File: src/sv/bclru_pkg.sv
// Shared types and constants of the buffer cache LRU directory.
package bclru_pkg;

    localparam int MODE_W    = 2;
    localparam int BLK_W     = 16;
    localparam int TAG_W     = 13;
    localparam int STATUS_W  = 2;
    localparam int OUT_IDX_W = 5;

    typedef enum logic [MODE_W-1:0] {
        MODE_ALLOC      = 2'd0,
        MODE_LOOKUP     = 2'd1,
        MODE_MARK_DIRTY = 2'd2,
        MODE_FLUSH      = 2'd3
    } mode_t;

    typedef enum logic [STATUS_W-1:0] {
        STATUS_OK           = 2'd0,
        STATUS_OUT_OF_BOUND = 2'd1,
        STATUS_NOT_FOUND    = 2'd2
    } status_t;

    typedef enum logic [2:0] {
        ST_IDLE      = 3'd0,
        ST_SCAN      = 3'd1,
        ST_FINISH    = 3'd2,
        ST_EMIT      = 3'd3,
        ST_FLUSH_END = 3'd4
    } state_t;

endpackage

File: src/sv/bclru_if.sv
// Request and response channel interfaces of the buffer cache LRU directory.
interface bclru_req_if;
    logic                                valid;
    logic                                ready;
    logic [bclru_pkg::MODE_W-1:0]        mode;
    logic signed [bclru_pkg::BLK_W-1:0]  block_num;

    modport source (output valid, output mode, output block_num, input ready);
    modport sink (input valid, input mode, input block_num, output ready);
endinterface

interface bclru_rsp_if;
    logic                              valid;
    logic                              ready;
    logic [bclru_pkg::STATUS_W-1:0]    status;
    logic [bclru_pkg::OUT_IDX_W-1:0]   buffer_index;
    logic                              writeback_valid;
    logic [bclru_pkg::TAG_W-1:0]       writeback_block;
    logic                              last;

    modport source (output valid, output status, output buffer_index,
                    output writeback_valid, output writeback_block, output last,
                    input ready);
    modport sink (input valid, input status, input buffer_index,
                  input writeback_valid, input writeback_block, input last,
                  output ready);
endinterface

File: src/sv/bclru_ram.sv
// Generic single-port-write, single-port-read RAM with registered read data.
module bclru_ram #(
    parameter int WIDTH = 8,
    parameter int DEPTH = 32
) (
    input  logic                     clk,
    input  logic                     we,
    input  logic [$clog2(DEPTH)-1:0] waddr,
    input  logic [WIDTH-1:0]         wdata,
    input  logic [$clog2(DEPTH)-1:0] raddr,
    output logic [WIDTH-1:0]         rdata
);

    logic [WIDTH-1:0] mem [DEPTH];

    always_ff @(posedge clk)
    begin
        if (we)
        begin
            mem[waddr] <= wdata;
        end
        rdata <= mem[raddr];
    end

endmodule

File: src/sv/buffer_cache_lru_table_core.sv
// Top level of the buffer cache LRU directory: sequencer over one entry scan.
//
//  channel | dir | handshake    | payload
//  --------+-----+--------------+--------------------------------------------------
//  req     | in  | valid/ready  | mode, block_num
//  rsp     | out | valid/ready  | status, buffer_index, writeback_valid,
//          |     |              | writeback_block, last
//
// One entry is visited per cycle through the tag and age RAM read ports, unless
// a flush holds the scan on a stalled response. Allocate: scan, commit, emit.
// Lookup / mark dirty: scan, ending early on a hit, then emit; out of bound goes
// straight to emit. Flush: scan, then a final response; response stalls hold the scan.
// Reset clears the occupancy and dirty flags at once; no clearing pass.
// A stalled response holds the scan only in flush; req is ready in idle only.
module buffer_cache_lru_table_core #(
    parameter int ENTRIES          = 32,
    parameter int DISK_BLOCK_COUNT = 8192,
    parameter int AGE_BITS         = 16
) (
    input logic        clk,
    input logic        rst_n,
    bclru_req_if.sink  req,
    bclru_rsp_if.source rsp
);

    localparam int IDX_W = $clog2(ENTRIES);
    localparam int EXT_W = IDX_W + bclru_pkg::OUT_IDX_W;
    localparam int PAD_W = bclru_pkg::BLK_W - bclru_pkg::TAG_W;
    localparam logic [IDX_W-1:0] LAST_IDX = IDX_W'(ENTRIES - 1);
    localparam logic [bclru_pkg::BLK_W-1:0] BLK_LIMIT = bclru_pkg::BLK_W'(DISK_BLOCK_COUNT);

    bclru_pkg::state_t state_reg, state_next;
    bclru_pkg::mode_t  mode_reg, mode_next;
    logic [bclru_pkg::BLK_W-1:0] blk_reg, blk_next;
    logic [IDX_W-1:0] idx_reg, idx_next;
    logic             free_found_reg, free_found_next;
    logic [IDX_W-1:0] free_idx_reg, free_idx_next;
    logic [IDX_W-1:0] best_idx_reg, best_idx_next;
    logic [AGE_BITS-1:0] best_age_reg, best_age_next;
    logic [bclru_pkg::TAG_W-1:0] best_tag_reg, best_tag_next;
    logic             pend_valid_reg, pend_valid_next;
    logic [IDX_W-1:0] pend_idx_reg, pend_idx_next;
    logic [bclru_pkg::TAG_W-1:0] pend_tag_reg, pend_tag_next;
    bclru_pkg::status_t res_status_reg, res_status_next;
    logic [IDX_W-1:0] res_idx_reg, res_idx_next;
    logic             res_wb_valid_reg, res_wb_valid_next;
    logic [bclru_pkg::TAG_W-1:0] res_wb_block_reg, res_wb_block_next;
    logic [ENTRIES-1:0] occupied_reg, occupied_next;
    logic [ENTRIES-1:0] dirty_reg, dirty_next;

    logic             out_valid_reg, out_valid_next;
    bclru_pkg::status_t out_status_reg, out_status_next;
    logic [IDX_W-1:0] out_idx_reg, out_idx_next;
    logic             out_wb_valid_reg, out_wb_valid_next;
    logic [bclru_pkg::TAG_W-1:0] out_wb_block_reg, out_wb_block_next;
    logic             out_last_reg, out_last_next;

    logic [IDX_W-1:0]            rd_addr;
    logic                        age_we;
    logic [IDX_W-1:0]            age_waddr;
    logic [AGE_BITS-1:0]         age_wdata;
    logic [AGE_BITS-1:0]         age_rdata;
    logic                        tag_we;
    logic [bclru_pkg::TAG_W-1:0] tag_rdata;

    logic                        out_free;
    logic                        scan_last;
    logic [IDX_W-1:0]            idx_inc;
    logic                        occ_cur;
    logic                        dirty_cur;
    logic [AGE_BITS-1:0]         age_inc;
    logic                        tag_match;
    logic [IDX_W-1:0]            victim;
    logic                        in_bound;
    logic [bclru_pkg::BLK_W-1:0] req_blk;
    logic [EXT_W-1:0]            out_idx_ext;

    bclru_ram #(
        .WIDTH (AGE_BITS),
        .DEPTH (ENTRIES)
    ) u_age_ram (
        .clk   (clk),
        .we    (age_we),
        .waddr (age_waddr),
        .wdata (age_wdata),
        .raddr (rd_addr),
        .rdata (age_rdata)
    );

    bclru_ram #(
        .WIDTH (bclru_pkg::TAG_W),
        .DEPTH (ENTRIES)
    ) u_tag_ram (
        .clk   (clk),
        .we    (tag_we),
        .waddr (victim),
        .wdata (blk_reg[bclru_pkg::TAG_W-1:0]),
        .raddr (rd_addr),
        .rdata (tag_rdata)
    );

    assign out_free  = !out_valid_reg || rsp.ready;
    assign scan_last = (idx_reg == LAST_IDX);
    assign idx_inc   = scan_last ? '0 : idx_reg + 1'b1;
    assign occ_cur   = occupied_reg[idx_reg];
    assign dirty_cur = dirty_reg[idx_reg];
    assign age_inc   = (&age_rdata) ? age_rdata : age_rdata + 1'b1;
    assign tag_match = occ_cur && (blk_reg == {{PAD_W{1'b0}}, tag_rdata});
    assign victim    = free_found_reg ? free_idx_reg : best_idx_reg;
    assign req_blk   = req.block_num;
    assign in_bound  = !req_blk[bclru_pkg::BLK_W-1] && (req_blk < BLK_LIMIT);

    assign req.ready           = (state_reg == bclru_pkg::ST_IDLE);
    assign out_idx_ext         = EXT_W'(out_idx_reg);
    assign rsp.valid           = out_valid_reg;
    assign rsp.status          = out_status_reg;
    assign rsp.buffer_index    = out_idx_ext[bclru_pkg::OUT_IDX_W-1:0];
    assign rsp.writeback_valid = out_wb_valid_reg;
    assign rsp.writeback_block = out_wb_block_reg;
    assign rsp.last            = out_last_reg;

    always_comb
    begin
        state_next        = state_reg;
        mode_next         = mode_reg;
        blk_next          = blk_reg;
        idx_next          = idx_reg;
        free_found_next   = free_found_reg;
        free_idx_next     = free_idx_reg;
        best_idx_next     = best_idx_reg;
        best_age_next     = best_age_reg;
        best_tag_next     = best_tag_reg;
        pend_valid_next   = pend_valid_reg;
        pend_idx_next     = pend_idx_reg;
        pend_tag_next     = pend_tag_reg;
        res_status_next   = res_status_reg;
        res_idx_next      = res_idx_reg;
        res_wb_valid_next = res_wb_valid_reg;
        res_wb_block_next = res_wb_block_reg;
        occupied_next     = occupied_reg;
        dirty_next        = dirty_reg;

        out_valid_next    = out_valid_reg && !rsp.ready;
        out_status_next   = out_status_reg;
        out_idx_next      = out_idx_reg;
        out_wb_valid_next = out_wb_valid_reg;
        out_wb_block_next = out_wb_block_reg;
        out_last_next     = out_last_reg;

        rd_addr   = '0;
        age_we    = 1'b0;
        age_waddr = idx_reg;
        age_wdata = age_inc;
        tag_we    = 1'b0;

        unique case (state_reg)
            bclru_pkg::ST_IDLE:
            begin
                if (req.valid)
                begin
                    mode_next       = bclru_pkg::mode_t'(req.mode);
                    blk_next        = req_blk;
                    idx_next        = '0;
                    free_found_next = 1'b0;
                    free_idx_next   = '0;
                    best_idx_next   = '0;
                    best_age_next   = '0;
                    best_tag_next   = '0;
                    pend_valid_next = 1'b0;
                    if (bclru_pkg::mode_t'(req.mode) == bclru_pkg::MODE_FLUSH)
                    begin
                        state_next = bclru_pkg::ST_SCAN;
                    end
                    else if (!in_bound)
                    begin
                        res_status_next   = bclru_pkg::STATUS_OUT_OF_BOUND;
                        res_idx_next      = '0;
                        res_wb_valid_next = 1'b0;
                        res_wb_block_next = '0;
                        state_next        = bclru_pkg::ST_EMIT;
                    end
                    else
                    begin
                        state_next = bclru_pkg::ST_SCAN;
                    end
                end
            end

            bclru_pkg::ST_SCAN:
            begin
                rd_addr = idx_inc;
                unique case (mode_reg)
                    bclru_pkg::MODE_ALLOC:
                    begin
                        // age occupied entries, track first free and oldest
                        age_we = occ_cur;
                        if (!occ_cur && !free_found_reg)
                        begin
                            free_found_next = 1'b1;
                            free_idx_next   = idx_reg;
                        end
                        if ((occ_cur ? age_inc : age_rdata) > best_age_reg)
                        begin
                            best_age_next = occ_cur ? age_inc : age_rdata;
                            best_idx_next = idx_reg;
                            best_tag_next = tag_rdata;
                        end
                        idx_next = idx_inc;
                        if (scan_last)
                        begin
                            state_next = bclru_pkg::ST_FINISH;
                        end
                    end

                    bclru_pkg::MODE_LOOKUP, bclru_pkg::MODE_MARK_DIRTY:
                    begin
                        if (tag_match)
                        begin
                            res_status_next   = bclru_pkg::STATUS_OK;
                            res_idx_next      = idx_reg;
                            res_wb_valid_next = 1'b0;
                            res_wb_block_next = '0;
                            if (mode_reg == bclru_pkg::MODE_MARK_DIRTY)
                            begin
                                dirty_next[idx_reg] = 1'b1;
                            end
                            state_next = bclru_pkg::ST_EMIT;
                        end
                        else if (scan_last)
                        begin
                            res_status_next   = bclru_pkg::STATUS_NOT_FOUND;
                            res_idx_next      = '0;
                            res_wb_valid_next = 1'b0;
                            res_wb_block_next = '0;
                            state_next        = bclru_pkg::ST_EMIT;
                        end
                        else
                        begin
                            idx_next = idx_inc;
                        end
                    end

                    bclru_pkg::MODE_FLUSH:
                    begin
                        if (occ_cur && dirty_cur && pend_valid_reg && !out_free)
                        begin
                            // hold this entry until the response register drains
                            rd_addr = idx_reg;
                        end
                        else
                        begin
                            if (occ_cur && dirty_cur)
                            begin
                                if (pend_valid_reg)
                                begin
                                    out_valid_next    = 1'b1;
                                    out_status_next   = bclru_pkg::STATUS_OK;
                                    out_idx_next      = pend_idx_reg;
                                    out_wb_valid_next = 1'b1;
                                    out_wb_block_next = pend_tag_reg;
                                    out_last_next     = 1'b0;
                                end
                                pend_valid_next = 1'b1;
                                pend_idx_next   = idx_reg;
                                pend_tag_next   = tag_rdata;
                            end
                            idx_next = idx_inc;
                            if (scan_last)
                            begin
                                state_next = bclru_pkg::ST_FLUSH_END;
                            end
                        end
                    end
                endcase
            end

            bclru_pkg::ST_FINISH:
            begin
                age_we                = 1'b1;
                age_waddr             = victim;
                age_wdata             = '0;
                tag_we                = 1'b1;
                occupied_next[victim] = 1'b1;
                dirty_next[victim]    = 1'b0;
                res_status_next       = bclru_pkg::STATUS_OK;
                res_idx_next          = victim;
                res_wb_valid_next     = !free_found_reg && dirty_reg[best_idx_reg];
                res_wb_block_next     = (!free_found_reg && dirty_reg[best_idx_reg])
                                        ? best_tag_reg : '0;
                state_next            = bclru_pkg::ST_EMIT;
            end

            bclru_pkg::ST_EMIT:
            begin
                if (out_free)
                begin
                    out_valid_next    = 1'b1;
                    out_status_next   = res_status_reg;
                    out_idx_next      = res_idx_reg;
                    out_wb_valid_next = res_wb_valid_reg;
                    out_wb_block_next = res_wb_block_reg;
                    out_last_next     = 1'b1;
                    state_next        = bclru_pkg::ST_IDLE;
                end
            end

            bclru_pkg::ST_FLUSH_END:
            begin
                if (out_free)
                begin
                    out_valid_next    = 1'b1;
                    out_status_next   = bclru_pkg::STATUS_OK;
                    out_idx_next      = pend_valid_reg ? pend_idx_reg : '0;
                    out_wb_valid_next = pend_valid_reg;
                    out_wb_block_next = pend_valid_reg ? pend_tag_reg : '0;
                    out_last_next     = 1'b1;
                    pend_valid_next   = 1'b0;
                    dirty_next        = '0;
                    state_next        = bclru_pkg::ST_IDLE;
                end
            end

            default:
            begin
                state_next = bclru_pkg::ST_IDLE;
            end
        endcase
    end

    always_ff @(posedge clk or negedge rst_n)
    begin
        if (!rst_n)
        begin
            state_reg        <= bclru_pkg::ST_IDLE;
            mode_reg         <= bclru_pkg::MODE_ALLOC;
            blk_reg          <= '0;
            idx_reg          <= '0;
            free_found_reg   <= 1'b0;
            free_idx_reg     <= '0;
            best_idx_reg     <= '0;
            best_age_reg     <= '0;
            best_tag_reg     <= '0;
            pend_valid_reg   <= 1'b0;
            pend_idx_reg     <= '0;
            pend_tag_reg     <= '0;
            res_status_reg   <= bclru_pkg::STATUS_OK;
            res_idx_reg      <= '0;
            res_wb_valid_reg <= 1'b0;
            res_wb_block_reg <= '0;
            occupied_reg     <= '0;
            dirty_reg        <= '0;
            out_valid_reg    <= 1'b0;
            out_status_reg   <= bclru_pkg::STATUS_OK;
            out_idx_reg      <= '0;
            out_wb_valid_reg <= 1'b0;
            out_wb_block_reg <= '0;
            out_last_reg     <= 1'b0;
        end
        else
        begin
            state_reg        <= state_next;
            mode_reg         <= mode_next;
            blk_reg          <= blk_next;
            idx_reg          <= idx_next;
            free_found_reg   <= free_found_next;
            free_idx_reg     <= free_idx_next;
            best_idx_reg     <= best_idx_next;
            best_age_reg     <= best_age_next;
            best_tag_reg     <= best_tag_next;
            pend_valid_reg   <= pend_valid_next;
            pend_idx_reg     <= pend_idx_next;
            pend_tag_reg     <= pend_tag_next;
            res_status_reg   <= res_status_next;
            res_idx_reg      <= res_idx_next;
            res_wb_valid_reg <= res_wb_valid_next;
            res_wb_block_reg <= res_wb_block_next;
            occupied_reg     <= occupied_next;
            dirty_reg        <= dirty_next;
            out_valid_reg    <= out_valid_next;
            out_status_reg   <= out_status_next;
            out_idx_reg      <= out_idx_next;
            out_wb_valid_reg <= out_wb_valid_next;
            out_wb_block_reg <= out_wb_block_next;
            out_last_reg     <= out_last_next;
        end
    end

`ifndef ASSERT_OFF
    a_oob_single: assert property (@(posedge clk) disable iff (!rst_n)
        rsp.valid && rsp.status == bclru_pkg::STATUS_OUT_OF_BOUND
        |-> rsp.last && !rsp.writeback_valid && rsp.buffer_index == '0)
        else $error("out-of-bound response carries entry data");

    a_wb_success: assert property (@(posedge clk) disable iff (!rst_n)
        rsp.valid && rsp.writeback_valid |-> rsp.status == bclru_pkg::STATUS_OK)
        else $error("writeback requested on a failed request");

    a_busy_after_accept: assert property (@(posedge clk) disable iff (!rst_n)
        req.valid && req.ready |=> !req.ready)
        else $error("request taken while a transaction is in progress");

    a_pend_in_flush: assert property (@(posedge clk) disable iff (!rst_n)
        pend_valid_reg |-> mode_reg == bclru_pkg::MODE_FLUSH
            && (state_reg == bclru_pkg::ST_SCAN || state_reg == bclru_pkg::ST_FLUSH_END))
        else $error("pending writeback outside a flush");
`endif

endmodule

File: src/flat_wrapper.sv
// flat-port wrapper written by rule: the top's interface ports become plain ports
module buffer_cache_lru_table_core_flat 
#(
    parameter int ENTRIES          = 32,
    parameter int DISK_BLOCK_COUNT = 8192,
    parameter int AGE_BITS         = 16
)
  (clk, rst_n, req_valid, req_mode, req_block_num, req_ready, rsp_valid, rsp_status, rsp_buffer_index, rsp_writeback_valid, rsp_writeback_block, rsp_last, rsp_ready);
  bclru_req_if req_i ();
  bclru_rsp_if rsp_i ();
  input logic clk;
  input logic rst_n;
  input wire logic [$bits(req_i.valid)-1:0] req_valid;
  input wire logic [$bits(req_i.mode)-1:0] req_mode;
  input wire logic [$bits(req_i.block_num)-1:0] req_block_num;
  output wire logic [$bits(req_i.ready)-1:0] req_ready;
  output wire logic [$bits(rsp_i.valid)-1:0] rsp_valid;
  output wire logic [$bits(rsp_i.status)-1:0] rsp_status;
  output wire logic [$bits(rsp_i.buffer_index)-1:0] rsp_buffer_index;
  output wire logic [$bits(rsp_i.writeback_valid)-1:0] rsp_writeback_valid;
  output wire logic [$bits(rsp_i.writeback_block)-1:0] rsp_writeback_block;
  output wire logic [$bits(rsp_i.last)-1:0] rsp_last;
  input wire logic [$bits(rsp_i.ready)-1:0] rsp_ready;
  assign req_i.valid = req_valid;
  assign req_i.mode = req_mode;
  assign req_i.block_num = req_block_num;
  assign req_ready = req_i.ready;
  assign rsp_valid = rsp_i.valid;
  assign rsp_status = rsp_i.status;
  assign rsp_buffer_index = rsp_i.buffer_index;
  assign rsp_writeback_valid = rsp_i.writeback_valid;
  assign rsp_writeback_block = rsp_i.writeback_block;
  assign rsp_last = rsp_i.last;
  assign rsp_i.ready = rsp_ready;
  buffer_cache_lru_table_core #(.ENTRIES(ENTRIES), .DISK_BLOCK_COUNT(DISK_BLOCK_COUNT), .AGE_BITS(AGE_BITS)) u_core (.clk(clk), .rst_n(rst_n), .req(req_i), .rsp(rsp_i));
endmodule
File: config.mk
export PLATFORM = sky130hd
export DESIGN_NAME = buffer_cache_lru_table_core_flat
export DESIGN_NICKNAME = d
export VERILOG_FILES = /design/src/sv/bclru_pkg.sv /design/src/sv/bclru_if.sv /design/src/sv/bclru_ram.sv /design/src/sv/buffer_cache_lru_table_core.sv /design/src/flat_wrapper.sv
export SDC_FILE = /design/constraint.sdc
export NUM_CORES = 2
export LEC_CHECK = 0
export ABC_CLOCK_PERIOD_IN_PS = 5900
export BUFFER_PORTS_ARGS = -buffer_cell sky130_fd_sc_hd__clkbuf_2
export CAP_MARGIN = 20
export CORE_MARGIN = 10
export CORE_UTILIZATION = 63
export CTS_CLUSTER_DIAMETER = 200
export DETAILED_ROUTE_END_ITERATION = 10
export GPL_ROUTABILITY_DRIVEN = 0
export PLACE_DENSITY = 0.91
export SLEW_MARGIN = 20
export SYNTH_ARGS = -nofsm -noshare
export SYNTH_HDL_FRONTEND = slang
export SYNTH_HIERARCHICAL = 1
export SYNTH_SLANG_ARGS = --single-unit
export TNS_END_PERCENT = 50
File: constraint.sdc
create_clock -name clk -period 5.9 [get_ports clk]
set_input_delay 0.295 -clock clk [delete_from_list [all_inputs] [get_ports clk]]
set_output_delay 0.295 -clock clk [all_outputs]
set_load 0.005 [all_outputs]
# Word level (Yosys, flattened, before mapping)
# Memory sizes are Yosys's and may differ from the RTL's. A register that Yosys moved wholly into a read port is not among the register bits.
# Index checks and enable logic that the tools add are counted.
word_totals:
  ff_bits: 193
  ramBits: 928
  inputBits: 22
  output_inout_bits: 24
  elab_cells: 253
  mem_count: 2
classes:
  n_addsub: 2
  order_cmp: 7
  eq_ne: 33
  muxes: 141
  bitwise: 5
  n_reduce_logical: 39
memory_table:
  columns: ["name", "words", "width", "rd", "rd_clocked_by_memory_dff", "write_ports", "line_no", "source"]
  rows:
  - ["u_core.u_age_ram.mem", 32, 16, 1, 1, 1, "bclru_ram.sv:14", "logic [WIDTH-1:0] mem [DEPTH];"]
  - ["u_core.u_tag_ram.mem", 32, 13, 1, 1, 1, "bclru_ram.sv:14", null]
op_table:
  columns: ["operator", "n"]
  rows:
  - ["two-way mux 13 bit", 17]
  - ["two-way mux 5 bit", 26]
  - ["two-way mux 32 bit", 4]
  - ["two-way mux 16 bit", 6]
  - ["one-hot mux 32 bit (3 select lines)", 1]
  - ["one-hot mux 13 bit (3 select lines)", 2]
  - ["bitwise OR 32 bit", 2]
  - ["one-hot mux 5 bit (3 select lines)", 3]
  - ["two-way mux 1 bit", 40]
  - ["bitwise AND 32 bit", 1]
  - ["inverter 32 bit", 1]
  - ["one-hot mux 16 bit (2 select lines)", 1]
  - ["one-hot mux 5 bit (2 select lines)", 3]
  - ["two-way mux 2 bit", 13]
  - ["one-hot mux 13 bit (2 select lines)", 1]
  - ["two-way mux 3 bit", 8]
  - ["AND reduction 6 bit", 4]
  - ["inequality test 2 x 1 -> 1 bit, second input constant", 10]
  - ["less-than comparator 5 x 6 -> 1 bit, second input constant", 3]
  - ["adder 16 x 1 -> 16 bit, second input constant", 1]
  - ["equality test 16 x 13 -> 1 bit", 1]
  - ["> comparator 16 bit", 1]
  - ["less-than comparator 16 x 14 -> 1 bit, second input constant", 1]
  - ["AND reduction 16 bit", 1]
  - ["33 further kinds", 76]

# Depth between registers and ports, before layout
depth:
  ltp_word: 9
  mapped_depth: 18
  ltp_nobuf: 14

# Cells and area by module
# The synthesis kept the hierarchy.
modules_own_cells:
  columns: ["module", "n_inst", "cells_each", "area_each_um2", "seq_area_each_um2"]
  rows:
  - ["bclru_ram (u_core.u_age_ram)", 1, 1143, 20534.7, 15695.1]
  - ["bclru_ram (u_core.u_tag_ram)", 1, 936, 16728.5, 12752.2]
  - ["buffer_cache_lru_table_core", 1, 1022, 10765.3, 4829.6]

# Least setup slack after synthesis
# No wires, ideal clock.
synth_path:
  path_type: "reg-to-reg"
  start: "register u_core.idx_reg[0]"
  end: "register u_core.best_age_reg[14]"
  setup_ps: 125
  t_arrival_ps: 4103
  required_time_ps: 5775
  slack_ps: 1672
  stages_incl_launch_ff: 17
  path_buffers: 3
  period_less_slack_ps: 4228
  cell_sequence: "dfrtp_1 buf_6 buf_6 mux4_2 a22oi_2 o21ai_2 nand2_1 mux2_2 ha_1 nor2b_1 o21ai_0 a21oi_1 a2111oi_0 o221ai_1 a41oi_2 buf_2 mux2_2"
synth_between:
  elab_chain_len: 6
  word_cells_on_any_way: 9
  cone_classes: "1 x order compare; 1 x eq/ne; 6 x mux; 1 x reduce/logical"
synth_lines:
  columns: ["item", "line_no", "source"]
  rows:
  - ["start: declaration", "buffer_cache_lru_table_core.sv:35", "logic [IDX_W-1:0] idx_reg, idx_next;"]
  - ["start signal: assignment", "buffer_cache_lru_table_core.sv:364", "idx_reg <= idx_next;"]
  - ["binary-select mux 1 bit (select 5 bit) (*)", "buffer_cache_lru_table_core.sv:105", "assign occ_cur = occupied_reg[idx_reg];"]
  - ["two-way mux 1 bit (not written as such) (*)", "buffer_cache_lru_table_core.sv:105", null]
  - ["two-way mux 16 bit (*)", "buffer_cache_lru_table_core.sv:202, buffer_cache_lru_table_core.sv:204", null]
  - ["> comparator 16 bit or two-way mux 16 bit (tied branches)", "buffer_cache_lru_table_core.sv:202", "if ((occ_cur ? age_inc : age_rdata) > best_age_reg)"]
  - ["inequality test 2 x 1 -> 1 bit (no source line) or two-way mux 16 bit (tied branches)", null, null]
  - ["AND reduction 4 bit (no source line) or one-hot mux 16 bit (2 select lines) (tied branches)", null, null]
  - ["end signal: assignment", "buffer_cache_lru_table_core.sv:368", "best_age_reg <= best_age_next;"]
  - ["end: declaration", "buffer_cache_lru_table_core.sv:39", "logic [AGE_BITS-1:0] best_age_reg, best_age_next;"]
# Mark *: on every way between the ends. The rest lies on a longest branch, timed or not. The select of a mux whose other input is x is not followed.
# A chain may end at the register's enable or synchronous reset.

# Final worst setup path
layout_path:
  start: "register u_core.idx_reg[3]"
  end: "register u_core.u_tag_ram.rdata[9], read port of u_core.u_tag_ram.mem"
layout_between:
  elab_chain_len: 8
  word_cells_on_any_way: 13
  cone_classes: "1 x add/sub; 1 x eq/ne; 8 x mux; 3 x reduce/logical"
layout_lines:
  columns: ["item", "line_no", "source"]
  rows:
  - ["binary-select mux 1 bit (select 5 bit) (on tied branches)", "buffer_cache_lru_table_core.sv:105, buffer_cache_lru_table_core.sv:106", null]
  - ["two-way mux 1 bit (on tied branches)", "buffer_cache_lru_table_core.sv:105, buffer_cache_lru_table_core.sv:106", null]
  - ["logical AND 1 bit (3 in series)", "buffer_cache_lru_table_core.sv:245", "if (occ_cur && dirty_cur && pend_valid_reg && !out_free)"]
  - ["two-way mux 5 bit", null, null]
  - ["two-way mux 5 bit (*)", "buffer_cache_lru_table_core.sv:192", "unique case (mode_reg)"]
  - ["two-way mux 5 bit (*)", "buffer_cache_lru_table_core.sv:156", "unique case (state_reg)"]
  - ["end: declaration", "bclru_ram.sv:11", "output logic [WIDTH-1:0] rdata"]
# Marks and branches as above.

==> impl_metrics.env <==
export IMPL_cp_cell_sequence="nor3b_4 > a222oi_1 > and3_1 > o21a_4 > nor4b_4 > nand2_1 > a21oi_4 > buf_4 > buf_4 > mux2i_1 > a22oi_1 > nand3_1 > nand3_1"
export IMPL_cpLargestDelayFamily="simple AND/OR/NAND/NOR gates"
export IMPL_root_buffer="clkbuf_16"
export IMPL_track_usage_pct=27.9
export IMPL_grt_pass1_wl_mm=185
export IMPL_clk_pin_slew_ns=0.06
export IMPL_seqPwrFrac_pct=43.2
export IMPL_regToRegSetupSlack_ns=0.61
export IMPL_num_rows=101
export IMPL_cellLeakagePower_nw=19.1
export IMPL_ios=46
export IMPL_switchingPower_mw=9.23
export IMPL_cts_buffer_depth=3
export IMPL_final_cell_count_no_fill=4317
export IMPL_path_buf_inv=2
export IMPL_drc=0
export IMPL_htree_levels=3
export IMPL_syn_inst=3101
export IMPL_yosysTopAreaCellShare_pct=58.0
export IMPL_worst_pin_slew_ns=1.14
export IMPL_drv_slew=0
export IMPL_finalHoldViolCount=0
export IMPL_critPathLaunch="u_core/idx_reg[3]"
export IMPL_synth_async_reset_ratio_pct=16.8
export IMPL_arrival_ns=5.85
export IMPL_crit_path_start_kind="flop"
export IMPL_largest_reg_flops=512
export IMPL_chipWidth_um=296
export IMPL_hp_class="input pin to flop"
export IMPL_fin_nets=3292
export IMPL_power_density_nw_per_um2=496
export IMPL_max_flop_register="u_core/u_age_ram/mem"
export IMPL_yosysSeqAreaShare_pct=69.3
export IMPL_synth_area_um2=48000
export IMPL_reg2reg_from="u_core/idx_reg[3]"
export IMPL_grt_overflow=0
export IMPL_routed_wl_mm=123
export IMPL_synth_edff_count=928
export IMPL_wire_per_inst_um=28.5
export IMPL_synth_area_leaders="edfxtp_1 58%, mux2i_1 10%, dfrtp_1 10%"
export IMPL_synth_cell_types=78
export IMPL_yosys_top_cells_count="928 x edfxtp_1, 497 x mux2i_1, 193 x dfrtp_1"
export IMPL_rr_worst_depth=13
export IMPL_dr_total_vias=29700
export IMPL_ant_nets=0
export IMPL_antenna_found_initial=4
export IMPL_drt_pre_antenna_iters=7
export IMPL_synth_warnings=6
export IMPL_clock_sinks=1150
export IMPL_worstPathMaxFanout=17
export IMPL_synth_area_per_cell_um2=15.5
export IMPL_setup_worst_path_class="flop to flop"
export IMPL_buffer_ports_inserted=45
export IMPL_grt_busiest_layer="met2"
export IMPL_place_inst=4095
export IMPL_grt_pass1_vias=29300
export IMPL_post_synth_top_area_cell="edfxtp_1"
export IMPL_period_needed_ns=5.29
export IMPL_crit_cells=13
export IMPL_post_cts_resized=0
export IMPL_cts_buffers=108
export IMPL_max_freq_mhz=189
export IMPL_max_slew_margin_pct=24.2
export IMPL_fillers=4227
export IMPL_crit_end="u_core/u_tag_ram/rdata[9]"
export IMPL_setup_viol=0
export IMPL_dpl_instance_area_um2=49700
export IMPL_hold_worst_slack_ns=0.0438
export IMPL_core_um2=75700
export IMPL_dp_hpwl_mm=72.7
export IMPL_pwr_share_comb_pct=31.2
export IMPL_globalRouteMet2Util_pct=44.9
export IMPL_grt_max_degree=143
export IMPL_p_clk_share_pct=25.5
export IMPL_fin_skew_ns=0.0622
export IMPL_vdd_ir_drop_worst_mv=0.358
export IMPL_rsz0062_at_grt="no"
export IMPL_clk_latency_ns=0.69
export IMPL_cp_end_kind="flop"
export IMPL_via_per_inst=6.89
export IMPL_syn_num_nets=3148
export IMPL_worstPathRequired_ns=6.46
export IMPL_yosys_cell_count_top_type="edfxtp_1"
export IMPL_grt_util_met3_pct=6.44
export IMPL_reg_top3="u_core/u_age_ram/mem: 512 flops, u_core/u_tag_ram/mem: 416 flops"
export IMPL_start_util_pct=63.4
export IMPL_cts_tree="done"
export IMPL_stdcell_area_um2=53300
export IMPL_drive_above_1_share_pct=15.8
export IMPL_sw_frac_of_total_pct=34.9
export IMPL_die_area_um2=87700
export IMPL_drtIter0Drc=4620
export IMPL_cpPeakStageDelay_ns=0.74
export IMPL_p_int_mw=17.2
export IMPL_r2r_end="u_core/u_tag_ram/rdata[9]"
export IMPL_ys_flop_type="edfxtp_1"
export IMPL_use_met1_pct=35.8
export IMPL_crit_path_top_delay_cell="a21oi_4"
export IMPL_power_total_mw=26.4
export IMPL_synth_seq_cells=1150
export IMPL_hold_start="req_block_num[5]"
export IMPL_status="finished, final reports clean"
export IMPL_fin_setup_tns_ns=0
export IMPL_maxCapViolations=0
export IMPL_die_y_um=296
export IMPL_finalCritPeriodShare_pct=89.7
export IMPL_area_growth_pct=11.0
worst min path at each step:
stage	endpoint	slack [ns]	cells past startpoint
final	u_core/blk_reg[5]	0.04	2
after global routing	u_core/blk_reg[5]	0.02	2
after CTS	u_core/blk_reg[5]	0.01	2
after detailed placement	u_core/occupied_reg[19]	0.44	1
after global placement	u_core/occupied_reg[23]	0.43	1
after floorplan	u_core/best_age_reg[0]	-0.0006	0
power groups by stage:
stage	clock [mW]	sequential, mW	combinational (mW)
finish	6.74	11.4	8.25
detailed placement	0	11.5	7.82
global placement	0	11.5	7.53
global route	7.09	11.5	8.58
floorplan	0	11.3	5.27
CTS	6.77	11.4	7.99
layout make-up:
class                   count  area [µm²]  share of cell area, %
flip-flops and latches   1150       33300                   62.5
repair buffers            218        1760                   3.31
clock inverters            51         477                  0.895
inverters                  51         191                  0.359
clock buffers             150        2940                   5.52
well taps                 978        1220                   2.30
multi-input cells        1716       13400                   25.1
diodes                      3        7.51                 0.0141
timing repair:
action	4_1_cts	5_1_grt
hold buffers	17	0
hold endpoints to repair	157	0
buffers inserted	0	0
worst reg2reg max path, stage by stage, from the launching register on:
cell and delay [ns]:
dfrtp_1 0.73, nor3b_4 0.50, a222oi_1 0.17, and3_1 0.24
o21a_4 0.29, nor4b_4 0.68, nand2_1 0.22, a21oi_4 0.74
buf_4 0.42, buf_4 0.37, mux2i_1 0.37, a22oi_1 0.18
nand3_1 0.17, nand3_1 0.10
cell usage in the layout, fill, tap and decap left out, types with 11 or more instances in the layout:
master | netlist | final
nor3_1 | 47 | 46
nor2_1 | 116 | 101
clkbuf_2 | 0 | 44
buf_12 | 9 | 13
a31oi_1 | 63 | 62
mux2_4 | 11 | 11
nand4_1 | 37 | 37
mux4_2 | 14 | 14
a21oi_1 | 137 | 129
nor2_2 | 3 | 17
nand3b_1 | 11 | 11
buf_4 | 25 | 141
clkbuf_1 | 62 | 33
o21ai_0 | 57 | 57
clkinv_1 | 3 | 22
xnor2_1 | 11 | 11
dfrtp_1 | 193 | 189
xor2_1 | 20 | 20
inv_1 | 47 | 47
clkbuf_16 | 0 | 108
dfxtp_1 | 29 | 29
mux2_2 | 88 | 88
a22o_1 | 95 | 95
ha_1 | 25 | 25
dlygate4sd3_1 | 0 | 17
nand3_1 | 75 | 75
clkinv_2 | 0 | 12
a22oi_1 | 121 | 121
edfxtp_1 | 928 | 928
a21o_1 | 37 | 37
nand2_1 | 142 | 141
mux2i_1 | 497 | 497
logic make-up after synthesis:
group | count (synthesis) | share of synthesized area (%)
AND/OR/NAND/NOR | 503 | 5.14
multiplexers | 614 | 13.5
buffers and inverters | 235 | 3.14
XOR/XNOR | 31 | 0.565
adder cells (fa/ha/maj) | 25 | 0.651
AO/OA/AOI/OAI | 543 | 7.70
flip-flops | 1150 | 69.3
metrics by stage:
stage | setup slack [ns] | util (%)
2_1_floorplan | 1.67 | -
3_3_place_gp | 0.369 | 65.6
3_5_place_dp | 0.722 | 65.6
4_1_cts | 0.687 | 70.3
5_1_grt | 0.402 | 70.4
6_report | 0.605 | 70.4
metal layers:
metal  part of all wire, %  wire (µm)
met2                    48      58600
met5                 0.022         27
met3                    12      14700
met1                    35      42600
met4                   5.7       6980
Power figures use the tool's default switching activity.
